<file path="src/rtl/lha_pkg.sv">
// ----------------------------------------------------------------------------
// lha_pkg
// Shared types, constants and arithmetic helpers of the linear Hall angle
// block: item formats, CORDIC lane and divider state, arctangent table.
// ----------------------------------------------------------------------------
`default_nettype none

package lha_pkg;

  // angle accumulator resolution and CORDIC depth
  localparam int unsigned ANGLE_BITS    = 16;
  localparam int unsigned CORDIC_STAGES = 16;
  localparam int unsigned STAGE_BITS    = 5;
  localparam int unsigned DIV_STAGES    = ANGLE_BITS;

  // datapath width of the rotation lanes, covers the CORDIC gain
  localparam int unsigned CW = 36;

  // round(2^16 / sqrt3)
  localparam logic [15:0] INV_SQRT3_Q16 = 16'd37837;

  localparam logic [ANGLE_BITS-1:0] HALF_TURN = ANGLE_BITS'(1) << (ANGLE_BITS - 1);

  // configuration
  localparam int unsigned PP_BITS   = 6;
  localparam int unsigned EB_BITS   = 5;
  localparam int unsigned CFG_BITS  = 6;
  localparam int unsigned IDX_BITS  = 1;
  localparam logic [PP_BITS-1:0] PP_RESET  = 6'd7;
  localparam logic [EB_BITS-1:0] EB_RESET  = 5'd14;
  localparam logic [EB_BITS-1:0] EB_MIN    = 5'd12;
  localparam logic [EB_BITS-1:0] EB_MAX    = 5'd16;

  typedef enum logic [IDX_BITS-1:0] {
    CFG_POLE_PAIRS   = 1'b0,
    CFG_ENCODER_BITS = 1'b1
  } cfg_idx_e;

  // one input item
  typedef struct packed {
    logic signed [15:0] motor_hall_a;
    logic signed [15:0] motor_hall_b;
    logic signed [15:0] motor_hall_c;
    logic signed [15:0] gear_hall_sin;
    logic signed [15:0] gear_hall_cos;
  } in_item_t;

  // one result item
  typedef struct packed {
    logic [15:0] elec_angle;
    logic [15:0] mech_angle;
    logic [15:0] gear_angle;
    logic [15:0] encoder_count;
  } out_item_t;

  // one vectoring lane
  typedef struct packed {
    logic signed [CW-1:0]   x;
    logic signed [CW-1:0]   y;
    logic [ANGLE_BITS-1:0]  z;
    logic                   fixed;
  } lane_t;

  // what a CORDIC cell hands to its neighbour
  typedef struct packed {
    logic  valid;
    lane_t motor;
    lane_t gear;
  } cord_t;

  // what a divider cell hands to its neighbour
  typedef struct packed {
    logic                  valid;
    logic [PP_BITS-1:0]    rem;
    logic [ANGLE_BITS-1:0] num;
    logic [ANGLE_BITS-1:0] quo;
    logic [PP_BITS-1:0]    dvsr;
    logic [ANGLE_BITS-1:0] elec;
    logic [ANGLE_BITS-1:0] gear;
  } div_t;

  // atan(2^-i) in 2^32 counts per turn, rounded to ANGLE_BITS
  function automatic logic [ANGLE_BITS-1:0] atan_entry(input logic [STAGE_BITS-1:0] i);
    logic [32:0] t;
    logic [32:0] s;
    case (i)
      5'd0:    t = 33'd536870912;
      5'd1:    t = 33'd316933406;
      5'd2:    t = 33'd167458907;
      5'd3:    t = 33'd85004756;
      5'd4:    t = 33'd42667331;
      5'd5:    t = 33'd21354465;
      5'd6:    t = 33'd10680094;
      5'd7:    t = 33'd5340245;
      5'd8:    t = 33'd2670163;
      5'd9:    t = 33'd1335087;
      5'd10:   t = 33'd667544;
      5'd11:   t = 33'd333772;
      5'd12:   t = 33'd166886;
      5'd13:   t = 33'd83443;
      5'd14:   t = 33'd41721;
      5'd15:   t = 33'd20860;
      5'd16:   t = 33'd10430;
      5'd17:   t = 33'd5215;
      5'd18:   t = 33'd2607;
      5'd19:   t = 33'd1303;
      5'd20:   t = 33'd651;
      5'd21:   t = 33'd325;
      5'd22:   t = 33'd162;
      5'd23:   t = 33'd81;
      default: t = 33'd0;
    endcase
    s = (t + (33'd1 << (32 - ANGLE_BITS - 1))) >> (32 - ANGLE_BITS);
    return s[ANGLE_BITS-1:0];
  endfunction

  // one micro-rotation towards the x axis
  function automatic lane_t cordic_step(input lane_t l, input logic [STAGE_BITS-1:0] i);
    lane_t r;
    logic signed [CW-1:0] dx;
    logic signed [CW-1:0] dy;
    r  = l;
    dx = l.y >>> i;
    dy = l.x >>> i;
    if (!l.fixed) begin
      if (l.y >= 0) begin
        r.x = l.x + dx;
        r.y = l.y - dy;
        r.z = l.z + atan_entry(i);
      end else begin
        r.x = l.x - dx;
        r.y = l.y + dy;
        r.z = l.z - atan_entry(i);
      end
    end
    return r;
  endfunction

  // take the top bits of an ANGLE_BITS angle as a w-bit value
  function automatic logic [15:0] angle_to_bits(input logic [ANGLE_BITS-1:0] v,
                                                input logic [EB_BITS-1:0] w);
    logic [31:0] a;
    a = 32'(v) << (32 - ANGLE_BITS);
    a = a >> (6'd32 - 6'(w));
    return a[15:0];
  endfunction

endpackage

`default_nettype wire

</file>
<file path="src/rtl/lha_div_cell.sv">
// ----------------------------------------------------------------------------
// lha_div_cell
// One restoring division step: produces one quotient bit of the mechanical
// angle and passes the partial remainder on.
// ----------------------------------------------------------------------------
`default_nettype none

module lha_div_cell (
  input  wire            clk_i,
  input  wire            rst_ni,
  input  wire            en_i,
  input  lha_pkg::div_t  cell_i,
  output lha_pkg::div_t  cell_o
);

  lha_pkg::div_t          cell_d;
  lha_pkg::div_t          cell_q;
  logic [lha_pkg::PP_BITS:0] part;
  logic                   take;

  // shift in the next dividend bit, subtract when it fits
  always_comb begin
    cell_d = cell_i;
    part   = {cell_i.rem, cell_i.num[lha_pkg::ANGLE_BITS-1]};
    take   = (part >= {1'b0, cell_i.dvsr});
    cell_d.rem = take ? lha_pkg::PP_BITS'(part - {1'b0, cell_i.dvsr})
                      : lha_pkg::PP_BITS'(part);
    cell_d.num = cell_i.num << 1;
    cell_d.quo = {cell_i.quo[lha_pkg::ANGLE_BITS-2:0], take};
  end

  always_ff @(posedge clk_i or negedge rst_ni) begin
    if (!rst_ni) begin
      cell_q <= '0;
    end else if (en_i) begin
      cell_q <= cell_d;
    end
  end

  assign cell_o = cell_q;

endmodule

`default_nettype wire

</file>
<file path="config.mk">
export PLATFORM = sky130hd
export DESIGN_NAME = lha_div_cell
export DESIGN_NICKNAME = d
export VERILOG_FILES = /design/src/rtl/lha_pkg.sv /design/src/rtl/lha_div_cell.sv
export SDC_FILE = /design/constraint.sdc
export NUM_CORES = 1
export LEC_CHECK = 0
export ABC_AREA = 1
export BUFFER_PORTS_ARGS = -buffer_cell sky130_fd_sc_hd__buf_2
export CORE_MARGIN = 3
export CORE_UTILIZATION = 39
export CTS_BUF_LIST = sky130_fd_sc_hd__clkbuf_16
export DETAILED_ROUTE_END_ITERATION = 8
export PLACE_DENSITY = 0.79
export SLEW_MARGIN = 30
export SYNTH_ARGS = -nofsm -noshare
export SYNTH_HDL_FRONTEND = slang
export SYNTH_SLANG_ARGS = --single-unit
export TNS_END_PERCENT = 10
</file>
<file path="constraint.sdc">
create_clock -name clk_i -period 0.8 [get_ports clk_i]
set_input_delay 0.16 -clock clk_i [delete_from_list [all_inputs] [get_ports clk_i]]
set_output_delay 0.16 -clock clk_i [all_outputs]
set_load 0.02 [all_outputs]
</file>
**Word level (Yosys, flattened, before mapping)**

Index checks and enable logic that the tools add are counted.

- Add/sub/neg operators: 1
- Multiply operators: 0
- Div/mod/pow operators: 0
- $lt $le $gt $ge: 1
- Equal/unequal tests: 0
- Shift-type cells: 0
- Multiplexer cells: 1
- Bitwise operators: 0
- Reductions and logical operators: 0

Operators with widths:

| kind | count |
|---|---|
| greater-or-equal comparator 7 x 6 -> 1 bit | 1 |
| two-way mux 6 bit | 1 |
| subtractor 6 bit | 1 |

- Flip-flop bits (word level): 76
- Bits in latches: 0
- Bits in writable memories: 0
- Memory bits (read-only): 0
- Input bits: 80
- Output and inout bits: 77
- Word-level logic and storage cells: 10
- Memories: 0

**Logic depth before layout (Yosys ltp)**

- Depth after elaboration: 2
- Depth in mapped cells: 11

**Worst setup path after synthesis**

No wires, ideal clock.

- Kind: input to register
- Start point: input cell_i[69] in the netlist's numbering
- End point: register cell_q, in the netlist cell_o[74]
- Setup time: 117 ps
- Arrival: 1,305 ps
- Slack: -623 ps
- Cell stages on the path: 8
- Buffers on the path: 0
- Path through: inv_1 ha_1 fa_1 nand3b_1 a21boi_0 o21ai_2 nand3_1 nand2_1

- Word-level cells in the longest chain between the ends: 2

RTL lines:

| item | line | text |
|---|---|---|
| start, declared | lha_div_cell.sv:12 | `input lha_pkg::div_t cell_i,` |
| subtractor 6 bit or greater-or-equal comparator 7 x 6 -> 1 bit (tied branches) | lha_div_cell.sv:26, lha_div_cell.sv:25 |  |
| two-way mux 6 bit * | lha_div_cell.sv:26 | `cell_d.rem = take ? lha_pkg::PP_BITS'(part - {1'b0, cell_i.dvsr})` |
| end signal, assigned | lha_div_cell.sv:36 | `cell_q <= cell_d;` |
| end, declared | lha_div_cell.sv:17 | `lha_pkg::div_t cell_q;` |

Mark *: on every way between the ends. The rest lies on a longest branch, timed or not.
A chain may end at the register's enable or synchronous reset.

**Worst setup path after layout**

- Start point: input cell_i[36] in the netlist's numbering
- End point: register cell_q, in the netlist cell_o[70]

- Word-level cells in the longest chain between the ends: 2

RTL lines:

| item | line | text |
|---|---|---|
| greater-or-equal comparator 7 x 6 -> 1 bit | lha_div_cell.sv:25 | `take = (part >= {1'b0, cell_i.dvsr});` |
| two-way mux 6 bit | lha_div_cell.sv:26 |  |

Every way passes these cells.

==> impl_metrics.ini <==
[status]
status = finished with violations
violations = negative setup slack

[worst_setup_path]
critical_path.endpoint = cell_o[70]$_DFFE_PN0P_
r2r-start = cell_o[70]$_DFFE_PN0P_
regToRegSetupSlack_ps = -10
worst_r2r_endpoint = cell_o[70]$_DFFE_PN0P_
startpoint = cell_i[36]
cp.arrival_ps = 1360
crit_fanout = 7
start_kind = primary input
crit_path_end_kind = flip-flop
critical_path_required_ps = 1060
worstPathCellList = buf_6, inv_4, ha_4, nand2_4, nand2_4, a21oi_4, nand3_4, nand2_2, nand3_1, nand2_1
critical-path-max-stage-delay_ps = 260
cpMaxStageDelayCell = a21oi_4
crit_type = in2reg
reg2reg_depth = 3
cpMostUsedCell = nand2_4

[timing]
period_share_pct = 138
maxSlewViolCount = 0
holdWs_ps = 30.4
rsz0062_at_grt = yes
fmax_mhz = 906
setup_ws_ps = -303
hold_viol_final = 0
fin_crit_ps = 1100
finClkSkew_ps = 0
setup_viol = 83

[synth]
syn_inst = 389
synth_area_um2 = 3300
synth_area_leaders = dfrtp_1 (58%), nand2_1 (26%), ha_1 (2.7%)
synth.most_common_cell = nand2_1
synth_area_per_cell_um2 = 8.48
synth_area_leader_cell = dfrtp_1
synth-edff-count = 0
yosysWarnings = 0
synthArstFlopShare_pct = 100
synth_nets = 477
synthFlopType = dfrtp_1
yosys.cell_types.count = 28
synth_seq_area_share_pct = 57.7
synth_commonest_cells = nand2_1 (229), dfrtp_1 (76), inv_1 (16), clkbuf_1 (13), nand3_1 (8)
ys_seq_elements = 76
yosysTopAreaCellShare_pct = 57.7

[die]
core_area_um2 = 7970
fp.dieW_um = 97.9
die_area_um2 = 9590
top_level_ports = 157
initial_core_util_pct = 41.4
fp.dieH_um = 97.9
rows = 32

[hold_path]
worst_hold_startpoint = cell_i[11]
hold_path.class = in2reg

[route]
post_drt_wl_per_cell_um = 12.9
drc = 0
drt_wl_total_um = 8770
ant_nets = 0
num_vias = 3058
drt_iter0_drc = 80
drt_pass1_iterations = 4
via_per_inst = 4.50

[grt]
first_global_vias = 3153
grt_use_total_pct = 18.6
antenna_found_initial = 0
grt_start_max_net_pins = 36
grt_pass1_wl_um = 14600
grt-ovfl-total = 0

[placement]
place_congestion = 0.918
io_buffer_count = 154
dpl_worst_slack_ps = -718
hpwl_um = 6260

[cts]
clk_latency_ps = 320
cts_tree = done
path_clk_slew_ps = 60
numCtsBuffers = 9
cts.path.max_buffers = 2
htreeDepth = 3
cts_root_buffer = clkbuf_16
numClockSinks = 76

[finish]
nFillCells = 675
areaGrowthSynthToFinish_pct = 55.4
final_nets = 660
final_util_pct = 64.3
drive_above_1_share_pct = 41.8
largest_register_ffs = 76
diodes = 0

[pwr]
leakage_nw = 2.90
vdd_drop_max_mv = 1.11
power_density_nw_per_um2 = 2170

[job]
maxCapViolCount = 0
==> cell usage in the layout, fill, tap and decap left out, types with 5 or more instances in the layout <==
cell type	Yosys	layout
ha_4	0	7
inv_1	16	10
buf_2	0	132
nand3_1	8	6
nand2_1	229	222
clkbuf_16	0	9
o21ai_1	5	5
dfrtp_1	76	76
nand2_4	0	6
buf_12	0	8
nand4_1	7	7
buf_4	1	26
buf_6	1	21
==> power by group <==
part	switching [W]	total (W)	internal [W]
Clock	0.00157	0.00431	0.00275
Sequential	0.000212	0.00442	0.00421
Combinational	0.00139	0.00241	0.00102
Total	0.00317	0.0111	0.00797
==> worst min path at each step <==
stage | endpoint | slack [ps] | depth (start not counted)
2_1_floorplan | cell_o[0]$_DFFE_PN0P_ | -140 | 0
6_report | cell_o[11]$_DFFE_PN0P_ | 30 | 3
3_3_place_gp | cell_o[2]$_DFFE_PN0P_ | 10 | 1
3_5_place_dp | cell_o[35]$_DFFE_PN0P_ | 20 | 1
5_1_grt | cell_o[28]$_DFFE_PN0P_ | 20 | 3
4_1_cts | cell_o[28]$_DFFE_PN0P_ | 20 | 3
==> logic make-up after synthesis <==
kind of cell | share of synthesized area (%)
simple gates | 31.5
flops | 57.7
compound gates | 1.90
buf+inv | 5.05
xor+xnor | 0.531
fa+ha+maj | 3.26
other cells | 0.114
==> layer usage <==
| layer | GRT usage, % | routed length (µm) | vias up |
|---|---|---|---|
| met2 | 29.5 | 3970 | 130 |
| met1 | 24.2 | 3910 | 1365 |
| met3 | 4.71 | 731 | 13 |
| met5 | 0 | 0 | - |
| li1 | - | - | 1550 |
| met4 | 8.20 | 171 | 0 |
==> critical path: cells and delay by family <==
family	cells	cell delay, ps
AO/OA/AOI/OAI	1	260
adder cells (fa/ha/maj)	1	220
buffers and inverters	2	150
AND/OR/NAND/NOR	6	560
==> layout make-up <==
type,instances,area [µm²],share of cell area (%)
sequential,76,1900,37.1
multi-input combinational,277,1400,27.3
timing repair buffer,189,1280,24.9
clock buffer,9,225,4.40
tap,102,128,2.49
clock inverter,7,98.8,1.93
inverter,19,93.8,1.83
==> metrics by stage <==
stage / instance area [µm²] / total power, W / setup TNS, ps / std cells
4_1_cts: 4990 / 0.0111 / -19410 / 677
3_5_place_dp: 4460 / 0.00664 / -7140 / 652
5_1_grt: 5120 / 0.0117 / -21310 / 679
2_1_floorplan: 3390 / 0.00565 / -5040 / 389
6_report: 5120 / 0.0111 / -18500 / 679
3_3_place_gp: 4460 / 0.00658 / -5900 / 652
==> timing repair <==
action	in CTS	in global routing
hold buffers	1	0
pin swaps	16	10
gates resized for setup	29	35
buffers inserted	8	2
cloned	0	0
endpoints found under the setup margin	83	83
endpoints found under the hold margin	76	0
Note: power is estimated with default switching activity, not from simulation.
