<file path="src/rtl/lha_pkg.sv">
// ----------------------------------------------------------------------------
// lha_pkg
// Shared types, constants and arithmetic helpers of the linear Hall angle
// block: item formats, CORDIC lane and divider state, arctangent table.
// ----------------------------------------------------------------------------
`default_nettype none

package lha_pkg;

  // angle accumulator resolution and CORDIC depth
  localparam int unsigned ANGLE_BITS    = 16;
  localparam int unsigned CORDIC_STAGES = 16;
  localparam int unsigned STAGE_BITS    = 5;
  localparam int unsigned DIV_STAGES    = ANGLE_BITS;

  // datapath width of the rotation lanes, covers the CORDIC gain
  localparam int unsigned CW = 36;

  // round(2^16 / sqrt3)
  localparam logic [15:0] INV_SQRT3_Q16 = 16'd37837;

  localparam logic [ANGLE_BITS-1:0] HALF_TURN = ANGLE_BITS'(1) << (ANGLE_BITS - 1);

  // configuration
  localparam int unsigned PP_BITS   = 6;
  localparam int unsigned EB_BITS   = 5;
  localparam int unsigned CFG_BITS  = 6;
  localparam int unsigned IDX_BITS  = 1;
  localparam logic [PP_BITS-1:0] PP_RESET  = 6'd7;
  localparam logic [EB_BITS-1:0] EB_RESET  = 5'd14;
  localparam logic [EB_BITS-1:0] EB_MIN    = 5'd12;
  localparam logic [EB_BITS-1:0] EB_MAX    = 5'd16;

  typedef enum logic [IDX_BITS-1:0] {
    CFG_POLE_PAIRS   = 1'b0,
    CFG_ENCODER_BITS = 1'b1
  } cfg_idx_e;

  // one input item
  typedef struct packed {
    logic signed [15:0] motor_hall_a;
    logic signed [15:0] motor_hall_b;
    logic signed [15:0] motor_hall_c;
    logic signed [15:0] gear_hall_sin;
    logic signed [15:0] gear_hall_cos;
  } in_item_t;

  // one result item
  typedef struct packed {
    logic [15:0] elec_angle;
    logic [15:0] mech_angle;
    logic [15:0] gear_angle;
    logic [15:0] encoder_count;
  } out_item_t;

  // one vectoring lane
  typedef struct packed {
    logic signed [CW-1:0]   x;
    logic signed [CW-1:0]   y;
    logic [ANGLE_BITS-1:0]  z;
    logic                   fixed;
  } lane_t;

  // what a CORDIC cell hands to its neighbour
  typedef struct packed {
    logic  valid;
    lane_t motor;
    lane_t gear;
  } cord_t;

  // what a divider cell hands to its neighbour
  typedef struct packed {
    logic                  valid;
    logic [PP_BITS-1:0]    rem;
    logic [ANGLE_BITS-1:0] num;
    logic [ANGLE_BITS-1:0] quo;
    logic [PP_BITS-1:0]    dvsr;
    logic [ANGLE_BITS-1:0] elec;
    logic [ANGLE_BITS-1:0] gear;
  } div_t;

  // atan(2^-i) in 2^32 counts per turn, rounded to ANGLE_BITS
  function automatic logic [ANGLE_BITS-1:0] atan_entry(input logic [STAGE_BITS-1:0] i);
    logic [32:0] t;
    logic [32:0] s;
    case (i)
      5'd0:    t = 33'd536870912;
      5'd1:    t = 33'd316933406;
      5'd2:    t = 33'd167458907;
      5'd3:    t = 33'd85004756;
      5'd4:    t = 33'd42667331;
      5'd5:    t = 33'd21354465;
      5'd6:    t = 33'd10680094;
      5'd7:    t = 33'd5340245;
      5'd8:    t = 33'd2670163;
      5'd9:    t = 33'd1335087;
      5'd10:   t = 33'd667544;
      5'd11:   t = 33'd333772;
      5'd12:   t = 33'd166886;
      5'd13:   t = 33'd83443;
      5'd14:   t = 33'd41721;
      5'd15:   t = 33'd20860;
      5'd16:   t = 33'd10430;
      5'd17:   t = 33'd5215;
      5'd18:   t = 33'd2607;
      5'd19:   t = 33'd1303;
      5'd20:   t = 33'd651;
      5'd21:   t = 33'd325;
      5'd22:   t = 33'd162;
      5'd23:   t = 33'd81;
      default: t = 33'd0;
    endcase
    s = (t + (33'd1 << (32 - ANGLE_BITS - 1))) >> (32 - ANGLE_BITS);
    return s[ANGLE_BITS-1:0];
  endfunction

  // one micro-rotation towards the x axis
  function automatic lane_t cordic_step(input lane_t l, input logic [STAGE_BITS-1:0] i);
    lane_t r;
    logic signed [CW-1:0] dx;
    logic signed [CW-1:0] dy;
    r  = l;
    dx = l.y >>> i;
    dy = l.x >>> i;
    if (!l.fixed) begin
      if (l.y >= 0) begin
        r.x = l.x + dx;
        r.y = l.y - dy;
        r.z = l.z + atan_entry(i);
      end else begin
        r.x = l.x - dx;
        r.y = l.y + dy;
        r.z = l.z - atan_entry(i);
      end
    end
    return r;
  endfunction

  // take the top bits of an ANGLE_BITS angle as a w-bit value
  function automatic logic [15:0] angle_to_bits(input logic [ANGLE_BITS-1:0] v,
                                                input logic [EB_BITS-1:0] w);
    logic [31:0] a;
    a = 32'(v) << (32 - ANGLE_BITS);
    a = a >> (6'd32 - 6'(w));
    return a[15:0];
  endfunction

endpackage

`default_nettype wire

</file>
<file path="src/rtl/lha_cordic_cell.sv">
// ----------------------------------------------------------------------------
// lha_cordic_cell
// One CORDIC stage for the motor and gear lanes, registered towards the
// next cell.
// ----------------------------------------------------------------------------
`default_nettype none

module lha_cordic_cell (
  input  wire                                clk_i,
  input  wire                                rst_ni,
  input  wire                                en_i,
  input  wire  [lha_pkg::STAGE_BITS-1:0]     stage_i,
  input  lha_pkg::cord_t                     cell_i,
  output lha_pkg::cord_t                     cell_o
);

  lha_pkg::cord_t cell_d;
  lha_pkg::cord_t cell_q;

  // rotate both lanes by this stage's angle
  always_comb begin
    cell_d       = cell_i;
    cell_d.motor = lha_pkg::cordic_step(cell_i.motor, stage_i);
    cell_d.gear  = lha_pkg::cordic_step(cell_i.gear, stage_i);
  end

  always_ff @(posedge clk_i or negedge rst_ni) begin
    if (!rst_ni) begin
      cell_q <= '0;
    end else if (en_i) begin
      cell_q <= cell_d;
    end
  end

  assign cell_o = cell_q;

endmodule

`default_nettype wire

</file>
<file path="config.mk">
export PLATFORM = sky130hd
export DESIGN_NAME = lha_cordic_cell
export DESIGN_NICKNAME = d
export VERILOG_FILES = /design/src/rtl/lha_pkg.sv /design/src/rtl/lha_cordic_cell.sv
export SDC_FILE = /design/constraint.sdc
export NUM_CORES = 1
export LEC_CHECK = 0
export BUFFER_PORTS_ARGS = -buffer_cell sky130_fd_sc_hd__buf_2
export CORE_MARGIN = 4
export CORE_UTILIZATION = 35
export DETAILED_ROUTE_END_ITERATION = 16
export GPL_TIMING_DRIVEN = 0
export PLACE_DENSITY = 0.52
export SETUP_SLACK_MARGIN = 0.05
export SLEW_MARGIN = 30
export SYNTH_ARGS = -nofsm -noshare
export SYNTH_HDL_FRONTEND = slang
export SYNTH_MEMORY_MAX_BITS = 65536
export SYNTH_SLANG_ARGS = --single-unit
</file>
<file path="constraint.sdc">
create_clock -name clk_i -period 1 [get_ports clk_i]
set_input_delay 0.2 -clock clk_i [delete_from_list [all_inputs] [get_ports clk_i]]
set_output_delay 0.2 -clock clk_i [all_outputs]
set_load 0.05 [all_outputs]
</file>
-- Word-level counts from Yosys, hierarchy flattened
Memories as Yosys holds them, arrays and structs flattened.
Cells that the tools add are included.
- memories: 4
- input bits: 187
- memory bits (read-only): 3840
- register bits after elaboration: 179
- order comparisons: 2
- multiplexer cells: 12
- add/sub/neg operators: 16
- shifts and indexed selects: 4
- memories (memory ; words ; width ; read ports ; clocked after Yosys merged registers in ; write ports ; RTL line ; RTL):
    (no name shown) ; 32 ; 30 ; 1 ; 0 ; 0 ; lha_pkg.sv:86 ; case (i)
    (no name shown) ; 32 ; 30 ; 1 ; 0 ; 0 ; lha_pkg.sv:86 ;
    (no name shown) ; 32 ; 30 ; 1 ; 0 ; 0 ; lha_pkg.sv:86 ;
    (no name shown) ; 32 ; 30 ; 1 ; 0 ; 0 ; lha_pkg.sv:86 ;
- operator list (kind ; count):
    2-to-1 mux 88 bit ; 4
    2-to-1 mux 32 bit ; 8
    adder 36 bit ; 4
    >>> shifter 36 x 5 -> 36 bit ; 4
    subtractor 36 bit ; 4
    adder 32 x 16 -> 32 bit (second input constant) ; 4
    greater-or-equal comparator 36 x 1 -> 1 bit (second input constant) ; 2
    adder 16 bit ; 2
    subtractor 16 bit ; 2

-- Depth between registers and ports, before layout
- depth in word-level cells: 7
- mapped depth: 29

-- Least setup slack after synthesis
Ideal clock, no wire load.
- path kind: input to register
- start point: in stage_i[0] in the netlist's numbering
- end point: reg cell_q (netlist bit cell_o[177])
- arrival time: 6.005 ns
- path buffers: 5
- library setup time: 0.104 ns
- slack: -5.109 ns
- cell stages on the path: 26
- data required time: 0.896 ns
- cells stage by stage: buf_6 > buf_4 > buf_2 > buf_2 > mux4_2 > a22o_1 > a211oi_1 > ha_1 > nand3_1 > nor4_4 > nand3_2 > or3_4 > o31ai_2 > xor2_1 > ha_1 > clkbuf_1 > nand2_1 > a21oi_1 > a221o_1 > a41oi_1 > o31ai_1 > a311o_1 > a41oi_1 > xnor2_1 > nand3_1 > o311ai_1
- cells in the longest elaborated chain, start to end: 4
- elaborated cells between the ends (all ways): 5
- those cells by class: add/sub (2); shift (1); mux (2)
- ends and longest elaborated chain (what ; RTL line ; RTL):
    start: declaration ; lha_cordic_cell.sv:12 ; input wire [lha_pkg::STAGE_BITS-1:0] stage_i,
    >>> shifter 36 x 5 -> 36 bit (*) ; lha_pkg.sv:123 ; dx = l.y >>> i;
    subtractor 36 bit or adder 36 bit (tied branches) ; lha_pkg.sv:131, lha_pkg.sv:127 ;
    2-to-1 mux 88 bit (*) ; lha_pkg.sv:126 ; if (l.y >= 0) begin
    2-to-1 mux 88 bit (*) ; lha_pkg.sv:125 ; if (!l.fixed) begin
    end signal: assignment ; lha_cordic_cell.sv:31 ; cell_q <= cell_d;
    end: declaration ; lha_cordic_cell.sv:18 ; lha_pkg::cord_t cell_q;
Every way passes the cells marked *; elsewhere a longest branch is shown, timed or not.
A chain may end at the register's enable or synchronous reset.

-- Worst setup path in the final report
- start point: in stage_i[3] in the netlist's numbering
- end point: reg cell_q (netlist bit cell_o[177])
The elaborated chain is that of the path after synthesis.

==> metrics.txt <==
clk root buf clkbuf_16; Setup CP Type in2reg; asr flop ratio synth 100%; max reg flops between 150 and 200; average size of a mapped cell approximately 8 um^2; row cnt roughly 110; grt ovf 0; Max Slew Vio Count 0; crit share post-route 592%; Clock Path Buffers 2; Syn Std Cell Area ~30,000 um^2; I/O Buffers roughly 360; Syn Nets 4,078; Synth cell types 104; Max H-tree Level 4; slew of the pin with the lowest slew margin approximately 1.1 ns; Setup-failing EPs final between 300 and 400; PwrDens between 1000 and 1500 nW/um^2; Die Width approximately 300 um; GRT Total Usage between 40% and 50%; Die Y between 300 and 400 um; CTS tree yes; Hold Crit Depth 3; share of cells above drive strength 1 36.0%; share of the synthesized area in the top cell type 15.0%; clk_lat worst skew about 0.54 ns; GPL Wtd Cong 1.08; drt first pass iters 6; DR WL met3 around 21,000 um; RSZ-0062 raised after global routing true; Crit path required time between 1 and 1.5 ns; hold crit path type in2reg; Core ar. 84,100 um^2; Pleak 16.8 nW; Tot Pwr approximately 59 mW; Reg2Reg Depth 3; fin worst setup slack -4.92 ns; synthesis warning total 0; worst vdd ir around 1600 uV; clock buffer count from CTS 17; starting density of the core between 30 and 40%; Wirelength per Cell roughly 38 um; max frequency around 170 MHz; IO Count roughly 370; register bit count reported by yosys 179; critical path peak fanout 11; CP arrival 6.36 ns; wl on met1 between 70,000 and 80,000 um; Max Used Layer met5; Initial DRC Count between 4,000 and 5,000; routed wl met2 between 80,000 and 90,000 um; failing checks negative setup slack; HPWL after detailed placement between 150,000 and 200,000 um; area leader, netlist dfrtp_1; CP Launch Type input port; DRC viols 0; Final Hold Viols 0; Reg2Reg Setup Slack around 0.04 ns; post-route ant nets 0; clock skew 0 ns; max-cap viol count 0; number of synthesized flops with an enable pin 0; Syn Inst Count roughly 3,700; largest net degree at the start of global routing between 70 and 80; global-route wire length before repair ~280,000 um; register area share after synthesis 15.0%; wirelength, routed 208,000 um; via count approximately 37,000; Clock Sinks ~180; crit path capture type flop; clock transition at the registers of the reported paths roughly 0.080 ns; top post-synthesis cells by area dfrtp_1 (15%), mux4_2 (10%), ha_1 (7.7%), a21oi_1 (5.9%), nor2_1 (5.1%); Via density 6.70; vias in the first global route between 30,000 and 40,000; final net count about 4,800; Die Area 90,100 um^2; status finished, violations left; Max-Slew Margin vs Limit between 20% and 30%; clock period minus worst slack 5.92 ns; Setup Slack @ Placement -7.32 ns; Post-synth top flop dfrtp_1; synth-to-layout area growth 36.6%; initial antenna violation count 21
## cells by family after synthesis
logic type | count (synthesis) | synth area share, %
simple gates | 1192 | 19.0
compound gates | 1186 | 25.8
mux | 374 | 19.2
buf+inv | 310 | 4.98
xor+xnor | 268 | 7.90
fa+ha+maj | 191 | 8.15
flops | 179 | 15.0
## per-layer routing
metal	vias to the layer above	track usage, %
met5	-	0
met3	790	12.2
li1	15400	-
met4	8	35.8
met1	18400	53.0
met2	2576	66.4
## cells in the mapped netlist, drive strengths merged (39+ instances only)
library cell / number
nor2: 402
a21oi: 350
nand2: 328
o21ai: 220
ha: 185
dfrtp: 179
xnor2: 161
mux4: 148
clkbuf: 143
mux2i: 138
xor2: 106
buf: 99
mux2: 88
a21o: 77
nand3: 76
a31oi: 70
inv: 66
nor3: 64
a211oi: 49
nor2b: 46
o211ai: 44
o21a: 44
o22ai: 40
nand2b: 39
## metrics by stage
stage	setup TNS [ns]	hold slack [ns]	std cells	instance area, um^2	utilization [%]
finish	-730.89	0.0261	5538	40800	48.5
global route	-753.86	0.0181	5531	40800	48.5
CTS	-721.00	0.00259	5415	38500	45.8
detailed placement	-997.96	0.0992	5210	34300	40.8
global placement	-1638.36	0.435	5195	33800	40.3
floorplan	-603.55	-0.0956	3700	30600	-
## report_power, final
group	switching (mW)	leakage [nW]	internal, mW
Sequential	0.799	2.05	8.70
Clock	3.81	0.285	3.72
Combinational	26.6	14.5	15.3
Total	31.2	16.8	27.7
## timing repair
action,4_1_cts,5_1_grt
hold buffers,26,0
resized for setup,498,334
setup endpoints to repair,358,395
hold endpoints to repair,204,0
buffers inserted,148,119
pin swaps,151,197
cloned,2,0
## path summary, 6_finish.rpt
kind,to,startpoint
worst max register to register,cell_o[40],cell_o[40]
worst max-delay path,cell_o[177],stage_i[3]
worst min-delay path,cell_o[95],cell_i[95]
worst min register to register,cell_o[80],cell_o[80]
min in group asynchronous,cell_o[35],rst_ni
max in group asynchronous,cell_o[158],rst_ni
## area by class of cell
class	count	area, um^2
clock buffer	19	433
buffer	242	2320
sequential	179	4480
fill	8349	43300
clock inverter	13	150
inverter	66	263
timing repair buffer	666	4650
multi-input combinational	3211	27100
antenna	8	20.0
tap	1134	1420
## worst max-delay path, stage by stage
cell and delay (ns):
buf_2 0.20, buf_6 0.18, nor2b_1 0.13, buf_1 0.73, clkbuf_2 0.69, a221o_1 0.30, nand4_1 0.13, or3b_2 0.59
or3_4 0.46, nand2_2 0.09, xor2_1 0.14, nor2_1 0.06, ha_1 0.33, a21oi_2 0.18, o211ai_1 0.12, a221o_1 0.33
a41oi_2 0.21, o31ai_4 0.14, a311o_1 0.39, buf_4 0.16, a41oi_4 0.15, xnor2_2 0.16, nand3_1 0.10, o311ai_1 0.14
## placed cells by master, fill, tap and decap left out, drive strengths merged, types with 148 or more instances in the layout
cell type	netlist	layout
buf	99	747
nor2	402	402
a21oi	350	350
nand2	328	328
o21ai	220	220
ha	185	185
dfrtp	179	179
xnor2	161	161
clkbuf	143	151
mux4	148	148
No activity file was read; power rests on OpenSTA's default activity.
